### src/hdl/bpgc_pkg.sv
// shared types and codes for the button press gesture classifier
package bpgc_pkg;

   localparam int unsigned NOW_W  = 32;
   localparam int unsigned CFG_W  = 16;
   localparam int unsigned IDX_W  = 1;
   localparam int unsigned REQ_DATA_W = 40;
   localparam int unsigned RSP_DATA_W = 8;

   localparam logic OP_EDGE = 1'b0;
   localparam logic OP_TICK = 1'b1;

   localparam logic [IDX_W-1:0] REG_LONG_PRESS = 1'd0;
   localparam logic [IDX_W-1:0] REG_DOUBLE_GAP = 1'd1;

   localparam logic [CFG_W-1:0] LONG_PRESS_RESET = 16'd1000;
   localparam logic [CFG_W-1:0] DOUBLE_GAP_RESET = 16'd300;

   typedef logic [1:0] event_type;

   localparam event_type EV_NONE   = 2'd0;
   localparam event_type EV_SINGLE = 2'd1;
   localparam event_type EV_DOUBLE = 2'd2;
   localparam event_type EV_LONG   = 2'd3;

   typedef struct packed {
      logic             opcode;
      logic             pin_level;
      logic [NOW_W-1:0] now_ms;
   } req_payload_type;

   typedef struct packed {
      logic             we;
      logic [IDX_W-1:0] index;
      logic [CFG_W-1:0] wdata;
   } csr_write_type;

endpackage

### src/hdl/button_press_gesture_classifier_unit.sv
// top level of the button press gesture classifier
// a request is held in the input register and its result in the result register
// throughput: one request per cycle unless stalled, set by one time compare per item
// while the result register waits downstream the input register takes one more request
// reset is synchronous and active high: state idle, edge time zero, no pending event,
// long press 1000 ms and double gap 300 ms
module button_press_gesture_classifier_unit
   import bpgc_pkg::*;
(
   input  logic                  clock,
   input  logic                  reset,
   input  logic                  req_tvalid,
   output logic                  req_tready,
   input  logic [REQ_DATA_W-1:0] req_tdata,  // pin_level, now_ms, zero pad
   input  logic                  req_tuser,  // opcode
   output logic                  rsp_tvalid,
   input  logic                  rsp_tready,
   output logic [RSP_DATA_W-1:0] rsp_tdata,  // event_res, zero pad
   input  logic                  csr_we,
   input  logic [IDX_W-1:0]      csr_index,
   input  logic [CFG_W-1:0]      csr_wdata
);

   req_payload_type req_payload;
   req_payload_type held_payload;
   csr_write_type   csr;
   logic            advance;
   logic            out_ready;
   event_type       event_res;

   assign req_payload.opcode    = req_tuser;
   assign req_payload.pin_level = req_tdata[0];
   assign req_payload.now_ms    = req_tdata[NOW_W:1];

   assign csr.we    = csr_we;
   assign csr.index = csr_index;
   assign csr.wdata = csr_wdata;

   bpgc_in_stage u_in_stage (
      .clock        (clock),
      .reset        (reset),
      .req_tvalid   (req_tvalid),
      .req_tready   (req_tready),
      .req_payload  (req_payload),
      .out_ready    (out_ready),
      .advance      (advance),
      .held_payload (held_payload)
   );

   bpgc_core u_core (
      .clock     (clock),
      .reset     (reset),
      .csr       (csr),
      .advance   (advance),
      .payload   (held_payload),
      .event_res (event_res)
   );

   bpgc_out_stage u_out_stage (
      .clock      (clock),
      .reset      (reset),
      .advance    (advance),
      .event_res  (event_res),
      .out_ready  (out_ready),
      .rsp_tvalid (rsp_tvalid),
      .rsp_tready (rsp_tready),
      .rsp_tdata  (rsp_tdata)
   );

endmodule

### src/hdl/bpgc_in_stage.sv
// input register stage holding one request until the result register can take it
module bpgc_in_stage
   import bpgc_pkg::*;
(
   input  logic            clock,
   input  logic            reset,
   input  logic            req_tvalid,
   output logic            req_tready,
   input  req_payload_type req_payload,
   input  logic            out_ready,
   output logic            advance,
   output req_payload_type held_payload
);

   logic            in_valid_ff;
   logic            in_valid_in;
   req_payload_type payload_ff;
   logic            req_fire;

   assign advance    = in_valid_ff && out_ready;
   assign req_tready = !in_valid_ff || advance;
   assign req_fire   = req_tvalid && req_tready;
   assign in_valid_in = req_fire || (in_valid_ff && !advance);
   assign held_payload = payload_ff;

   always_ff @(posedge clock) begin
      if (reset) begin
         in_valid_ff <= 1'b0;
      end else begin
         in_valid_ff <= in_valid_in;
      end
   end

   always_ff @(posedge clock) begin
      if (req_fire) begin
         payload_ff <= req_payload;
      end
   end

endmodule

### src/hdl/bpgc_core.sv
// gesture state machine, edge timestamp, pending flag and timing registers
module bpgc_core
   import bpgc_pkg::*;
(
   input  logic            clock,
   input  logic            reset,
   input  csr_write_type   csr,
   input  logic            advance,
   input  req_payload_type payload,
   output event_type       event_res
);

   localparam logic [1:0] ST_IDLE    = 2'd0;
   localparam logic [1:0] ST_PRESSED = 2'd1;
   localparam logic [1:0] ST_WAIT    = 2'd2;
   localparam logic [1:0] ST_SECOND  = 2'd3;

   logic [1:0]       state_ff,     state_in;
   logic [NOW_W-1:0] edge_time_ff, edge_time_in;
   logic             pending_ff,   pending_in;
   logic [CFG_W-1:0] long_ms_ff;
   logic [CFG_W-1:0] gap_ms_ff;
   logic [NOW_W-1:0] elapsed;
   logic             long_hit;
   logic             gap_hit;

   // wrapping difference since the stored edge time
   assign elapsed  = payload.now_ms - edge_time_ff;
   assign long_hit = elapsed >= {{(NOW_W-CFG_W){1'b0}}, long_ms_ff};
   assign gap_hit  = elapsed >= {{(NOW_W-CFG_W){1'b0}}, gap_ms_ff};

   always_comb begin
      state_in     = state_ff;
      edge_time_in = edge_time_ff;
      pending_in   = pending_ff;
      event_res    = EV_NONE;
      if (payload.opcode == OP_EDGE) begin
         unique case (state_ff)
            ST_IDLE: begin
               if (!payload.pin_level) begin
                  state_in     = ST_PRESSED;
                  edge_time_in = payload.now_ms;
               end
            end
            ST_PRESSED: begin
               if (payload.pin_level) begin
                  state_in     = ST_WAIT;
                  edge_time_in = payload.now_ms;
               end
            end
            ST_WAIT: begin
               if (!payload.pin_level) begin
                  state_in     = ST_SECOND;
                  edge_time_in = payload.now_ms;
               end
            end
            default: begin
               // release of the second press, edge time kept
               if (payload.pin_level) begin
                  pending_in = 1'b1;
                  state_in   = ST_IDLE;
               end
            end
         endcase
      end else begin
         // a pending double press goes out first and blocks other checks
         priority if (pending_ff) begin
            pending_in = 1'b0;
            event_res  = EV_DOUBLE;
         end else if (state_ff == ST_PRESSED && long_hit) begin
            state_in  = ST_IDLE;
            event_res = EV_LONG;
         end else if (state_ff == ST_WAIT && gap_hit) begin
            state_in  = ST_IDLE;
            event_res = EV_SINGLE;
         end else begin
            event_res = EV_NONE;
         end
      end
   end

   always_ff @(posedge clock) begin
      if (reset) begin
         state_ff     <= ST_IDLE;
         edge_time_ff <= '0;
         pending_ff   <= 1'b0;
      end else if (advance) begin
         state_ff     <= state_in;
         edge_time_ff <= edge_time_in;
         pending_ff   <= pending_in;
      end
   end

   always_ff @(posedge clock) begin
      if (reset) begin
         long_ms_ff <= LONG_PRESS_RESET;
         gap_ms_ff  <= DOUBLE_GAP_RESET;
      end else if (csr.we) begin
         unique case (csr.index)
            REG_LONG_PRESS: long_ms_ff <= csr.wdata;
            REG_DOUBLE_GAP: gap_ms_ff  <= csr.wdata;
            default: ;
         endcase
      end
   end

endmodule

### src/hdl/bpgc_out_stage.sv
// result register holding one event until the downstream side takes it
module bpgc_out_stage
   import bpgc_pkg::*;
(
   input  logic                  clock,
   input  logic                  reset,
   input  logic                  advance,
   input  event_type             event_res,
   output logic                  out_ready,
   output logic                  rsp_tvalid,
   input  logic                  rsp_tready,
   output logic [RSP_DATA_W-1:0] rsp_tdata
);

   logic      out_valid_ff, out_valid_in;
   event_type event_ff;

   assign out_ready    = !out_valid_ff || rsp_tready;
   assign out_valid_in = advance || (out_valid_ff && !rsp_tready);
   assign rsp_tvalid   = out_valid_ff;
   assign rsp_tdata    = {{(RSP_DATA_W-2){1'b0}}, event_ff};

   always_ff @(posedge clock) begin
      if (reset) begin
         out_valid_ff <= 1'b0;
      end else begin
         out_valid_ff <= out_valid_in;
      end
   end

   always_ff @(posedge clock) begin
      if (advance) begin
         event_ff <= event_res;
      end
   end

endmodule

### config.mk
export PLATFORM = sky130hd
export DESIGN_NAME = button_press_gesture_classifier_unit
export DESIGN_NICKNAME = d
export VERILOG_FILES = /design/src/hdl/bpgc_pkg.sv /design/src/hdl/button_press_gesture_classifier_unit.sv /design/src/hdl/bpgc_in_stage.sv /design/src/hdl/bpgc_core.sv /design/src/hdl/bpgc_out_stage.sv
export SDC_FILE = /design/constraint.sdc
export NUM_CORES = 1
export LEC_CHECK = 0
export BUFFER_PORTS_ARGS = -buffer_cell sky130_fd_sc_hd__buf_2
export CELL_PAD_IN_SITES_DETAIL_PLACEMENT = 1
export CELL_PAD_IN_SITES_GLOBAL_PLACEMENT = 1
export CORE_MARGIN = 5
export CORE_UTILIZATION = 35
export CTS_CLUSTER_DIAMETER = 200
export CTS_CLUSTER_SIZE = 12
export DETAILED_ROUTE_END_ITERATION = 6
export HOLD_SLACK_MARGIN = 0.1
export PLACE_DENSITY = 0.66
export SETUP_SLACK_MARGIN = 0.05
export SLEW_MARGIN = 20
export SYNTH_ARGS = -nofsm -noshare
export SYNTH_HDL_FRONTEND = slang
export SYNTH_SLANG_ARGS = --single-unit
### constraint.sdc
create_clock -name clock -period 4 [get_ports clock]
set_clock_uncertainty 0.05 [all_clocks]
set_input_delay 0.4 -clock clock [delete_from_list [all_inputs] [get_ports clock]]
set_output_delay 0.4 -clock clock [all_outputs]
set_load 0.005 [all_outputs]
==> out/qor.csv <==
stage,metric,value,unit
clock_network,tritoncts,yes,
route,vias,5640,
route,postRouteWirelength,18050,µm
final_layout,multi_input_comb_area,0.003855,mm²
yosys,synth_sequential_area_ratio,37.96,%
placement,buffer_ports.inserted,59,
yosys,post_syn_area,0.006486,mm²
min_path,min-delay-path-class,input port to register,
yosys,synthCells,781,
setup_path,path_max_fanout,3,
status,status,"complete, no violations",
min_path,worstHoldEndpoint,u_in_stage.held_payload[24],
setup_path,worstSetupPathType,register to register,
timing,fin_crit_sh,97.16,%
timing,final_report_hold_violation_count,0,
timing,worst_slew_margin_rel,50.04,%
setup_path,r2r.worst_path.cells,16,
clock_network,cts_buffers,9,
route,via_to_cell_ratio,5.227,
final_layout,ff_latch_area,0.002464,mm²
global_routing,via_count_of_the_first_global_routing_pass,5961,
placement,dp_hpwl,13520,µm
clock_network,cts_max_level,3,
power,power-per-cell-area,351.0,mW/mm²
clock_network,clock-root-buffer,sky130_fd_sc_hd__clkbuf_16,
timing,worst-slew-pin-transition,0.7494,ns
global_routing,grt_first_pass_wirelength,29390,µm
floorplanning,die_h,146.1,µm
timing,fmax,257.3,MHz
global_routing,overflow,0,
timing,timing.final.max_slew_violations,0,
clock_network,cts-root-to-sink-buffers,2,
route,drt_iter0_drc,213,
yosys,synth-main-ff-cell,sky130_fd_sc_hd__dfxtp_1,
setup_path,worstSetupEndpointType,register,
timing,unrepaired_setup_endpoints_after_global_routing,yes,
min_path,worst_hold_stages,1,
global_routing,grt_max_degree,49,
yosys,ys_warn_count,0,
floorplanning,io_pins,73,
setup_path,critPathTopFamily,compound AO/OA/AOI/OAI gates,
setup_path,timing.critical_path.cells,"inv_1, ha_2, fa_2, nand2b_4, a21o_1, a211oi_2, nor4_4, buf_12, o41ai_2, mux2i_1, nor4_1, nand4_1, buf_4, o41ai_4, a31oi_2, o31ai_1",
job,maxCapViolCount,0,
final_layout,layout.nets,976,
setup_path,worst_r2r_startpoint,u_in_stage.held_payload[0],
placement,place_ws,-0.07510,ns
global_routing,grt_util_all_layers,16.69,%
route,postRouteAntennaNets,0,
final_layout,layout.filler_cells,2135,
yosys,yosys_register_bits,105,
min_path,worstHoldStart,req_tdata[25],
clock_network,clock_latency_reported_for_the_late_side_of_the_worst_skew_pair,0.36,ns
route,route.detailed.wl_per_inst,16.73,µm
setup_path,worstSetupStartpointType,register,
setup_path,worst-r2r-setup-slack,0.11,ns
final_layout,areaGrowthSynthToFinish,17.86,%
clock_network,numClockSinks,105,
yosys,syn_avg_cell_area,8.305,µm²
floorplanning,die_outline_area,0.02135,mm²
power,irDropWorstVdd,0.0002117,V
timing,setup_violations,0,
floorplanning,placeableCoreArea,0.01809,mm²
route,remaining_drc_errors,0,
timing,period_needed,3.886,ns
setup_path,regToRegEndpoint,u_core.state_ff[1],
clock_network,clk_pin_slew,0.07,ns
power,total_leakage_power,0.002994,µW
timing,worst_hold_slack,0.1610,ns
floorplanning,initial_core_util,35.86,%
yosys,async_flop_share,0,%
route,detailedRoute.firstPassIterationCount,4,
final_layout,drive_above_1_share,16.82,%
setup_path,critical_path_arrival,4.11,ns
floorplanning,die_w,146.1,µm
timing,fin_tns_setup,0,ns
timing,timing.final.ws_setup,0.1136,ns
yosys,netlist-cell-type-count,58,
yosys,synth-edff-count,36,
floorplanning,floorplan.rows,49,
final_layout,final_core_util,42.27,%
setup_path,required,4.22,ns
setup_path,cp_num_buf_inv,3,
placement,place_congestion,0.8895,
setup_path,cp_slowest_cell,sky130_fd_sc_hd__o41ai_2,
global_routing,antenna_found_initial,0,
final_layout,antenna_cells,0,
clock_network,ctsHoldBuffers,0,
setup_path,cp_slowest_stage_delay,0.43,ns
==> sequential cells by signal (all words and copies together) (netlist names) <==
signal / flops
u_core.edge_time_ff: 32
u_core.long_ms_ff: 16
u_in_stage.held_payload: 34
u_in_stage.in_valid_ff: 1
u_core.gap_ms_ff: 16
u_core.state_ff: 2
u_core.pending_ff: 1
u_out_stage.rsp_tvalid: 1
u_out_stage.event_ff: 2
==> worst register-to-register path: cells and delay by family, from the launching register on <==
family	cells	cell delay, ns
multiplexers	1	0.15
flip-flops	1	0.35
buffers and inverters	3	0.37
adder cells (fa/ha/maj)	2	0.55
AND/OR/NAND/NOR	4	0.67
AO/OA/AOI/OAI	6	1.67
==> Yosys cell counts, types with 7 or more instances <==
library cell	count	share of area (%)
sky130_fd_sc_hd__nor4_1	7	0.68
sky130_fd_sc_hd__o21a_1	12	1.4
sky130_fd_sc_hd__nor2b_1	7	0.68
sky130_fd_sc_hd__nand2_1	157	9.1
sky130_fd_sc_hd__nand4_1	11	1.1
sky130_fd_sc_hd__inv_1	73	4.2
sky130_fd_sc_hd__clkbuf_1	26	1.5
sky130_fd_sc_hd__a21o_1	17	2.0
sky130_fd_sc_hd__nor2_1	38	2.2
sky130_fd_sc_hd__xor2_1	9	1.2
sky130_fd_sc_hd__a21oi_1	97	7.5
sky130_fd_sc_hd__xnor2_1	13	1.8
sky130_fd_sc_hd__ha_1	67	13
sky130_fd_sc_hd__a211o_1	9	1.2
sky130_fd_sc_hd__edfxtp_1	36	17
sky130_fd_sc_hd__nand2b_1	9	0.87
sky130_fd_sc_hd__nor3_1	7	0.54
sky130_fd_sc_hd__dfxtp_1	69	21
sky130_fd_sc_hd__o21ai_0	23	1.8
==> repair_timing <==
item,CTS,global route
gates cloned,0,0
buffers inserted,0,11
hold endpoints to repair,0,0
endpoints found under the setup margin,4,4
pin swaps,0,22
resized for setup,8,42
==> through the flow <==
step	total power [µW]	instances	instance area, µm²
floorplan	1584	786	6505
detailed placement	1766	1052	7024
global route	2837	1079	7645
global placement	1733	1052	7024
finish	2683	1079	7645
CTS	2661	1068	7353
==> cell families (layout without fill, tap and decap cells) <==
kind of cell | after synthesis | count (layout) | share of synthesized area, %
AO/OA/AOI/OAI | 206 | 206 | 20.16
XOR/XNOR | 22 | 22 | 2.971
adder cells (fa/ha/maj) | 68 | 68 | 13.23
buffers and inverters | 107 | 171 | 6.674
flip-flops | 105 | 105 | 37.96
multiplexers | 2 | 2 | 0.3087
other | 1 | 6 | 0.05781
AND/OR/NAND/NOR | 270 | 270 | 18.63
==> how the worst max path moves through the flow <==
stage / end / cells past startpoint / startpoint
final: u_core.state_ff[1] / 16 / u_in_stage.held_payload[0]
after global routing: u_core.state_ff[1] / 16 / u_in_stage.held_payload[0]
after CTS: u_core.state_ff[1] / 16 / u_in_stage.held_payload[1]
after detailed placement: u_core.state_ff[0] / 15 / u_in_stage.held_payload[1]
after global placement: u_core.state_ff[1] / 16 / u_in_stage.held_payload[0]
after floorplan: u_core.state_ff[0] / 15 / u_in_stage.held_payload[3]
==> cells in the final DEF (no fill, tap or decap), drive strengths merged, types with 7 or more instances in the layout <==
master  Yosys  layout
a211o       9       9
a211oi      7       7
nor3        7       7
nor4        7       7
a21o       17      17
nand2     157     157
o21a       12      12
o211ai      7       7
xnor2      13      13
ha         67      67
edfxtp     36      36
nor2       38      38
a21oi      99      99
nor2b       7       7
nand2b      9       9
nand4      11      11
dfxtp      69      69
clkbuf     26       9
buf         8      82
o21ai      23      23
inv        73      74
xor2        9       9
==> report_power, final <==
group	internal [µW]	leakage, µW	switching (µW)	total, µW
sequential	1150	0.000914	27.0	1180
clock	479	0.000147	399	878
combinational	261	0.00193	365	626
==> layout make-up <==
| type | count | area share [%] |
|---|---|---|
| Sequential cell | 105 | 32.23 |
| Timing Repair Buffer | 82 | 6.285 |
| Tap cell | 229 | 3.748 |
| Inverter | 73 | 3.584 |
| Clock inverter | 7 | 0.7856 |
| Multi-Input combinational cell | 574 | 50.43 |
| Clock buffer | 9 | 2.946 |
==> per-layer routing <==
metal / up-vias / routed length [µm] / global-route usage (%)
li1: 2813 / - / -
met1: 2729 / 8417 / 22.01
met2: 85 / 8857 / 27.92
met3: 13 / 585 / 3.099
met4: 0 / 190 / 4.939
met5: - / 0 / 0
(Power assumes the default switching activity.)
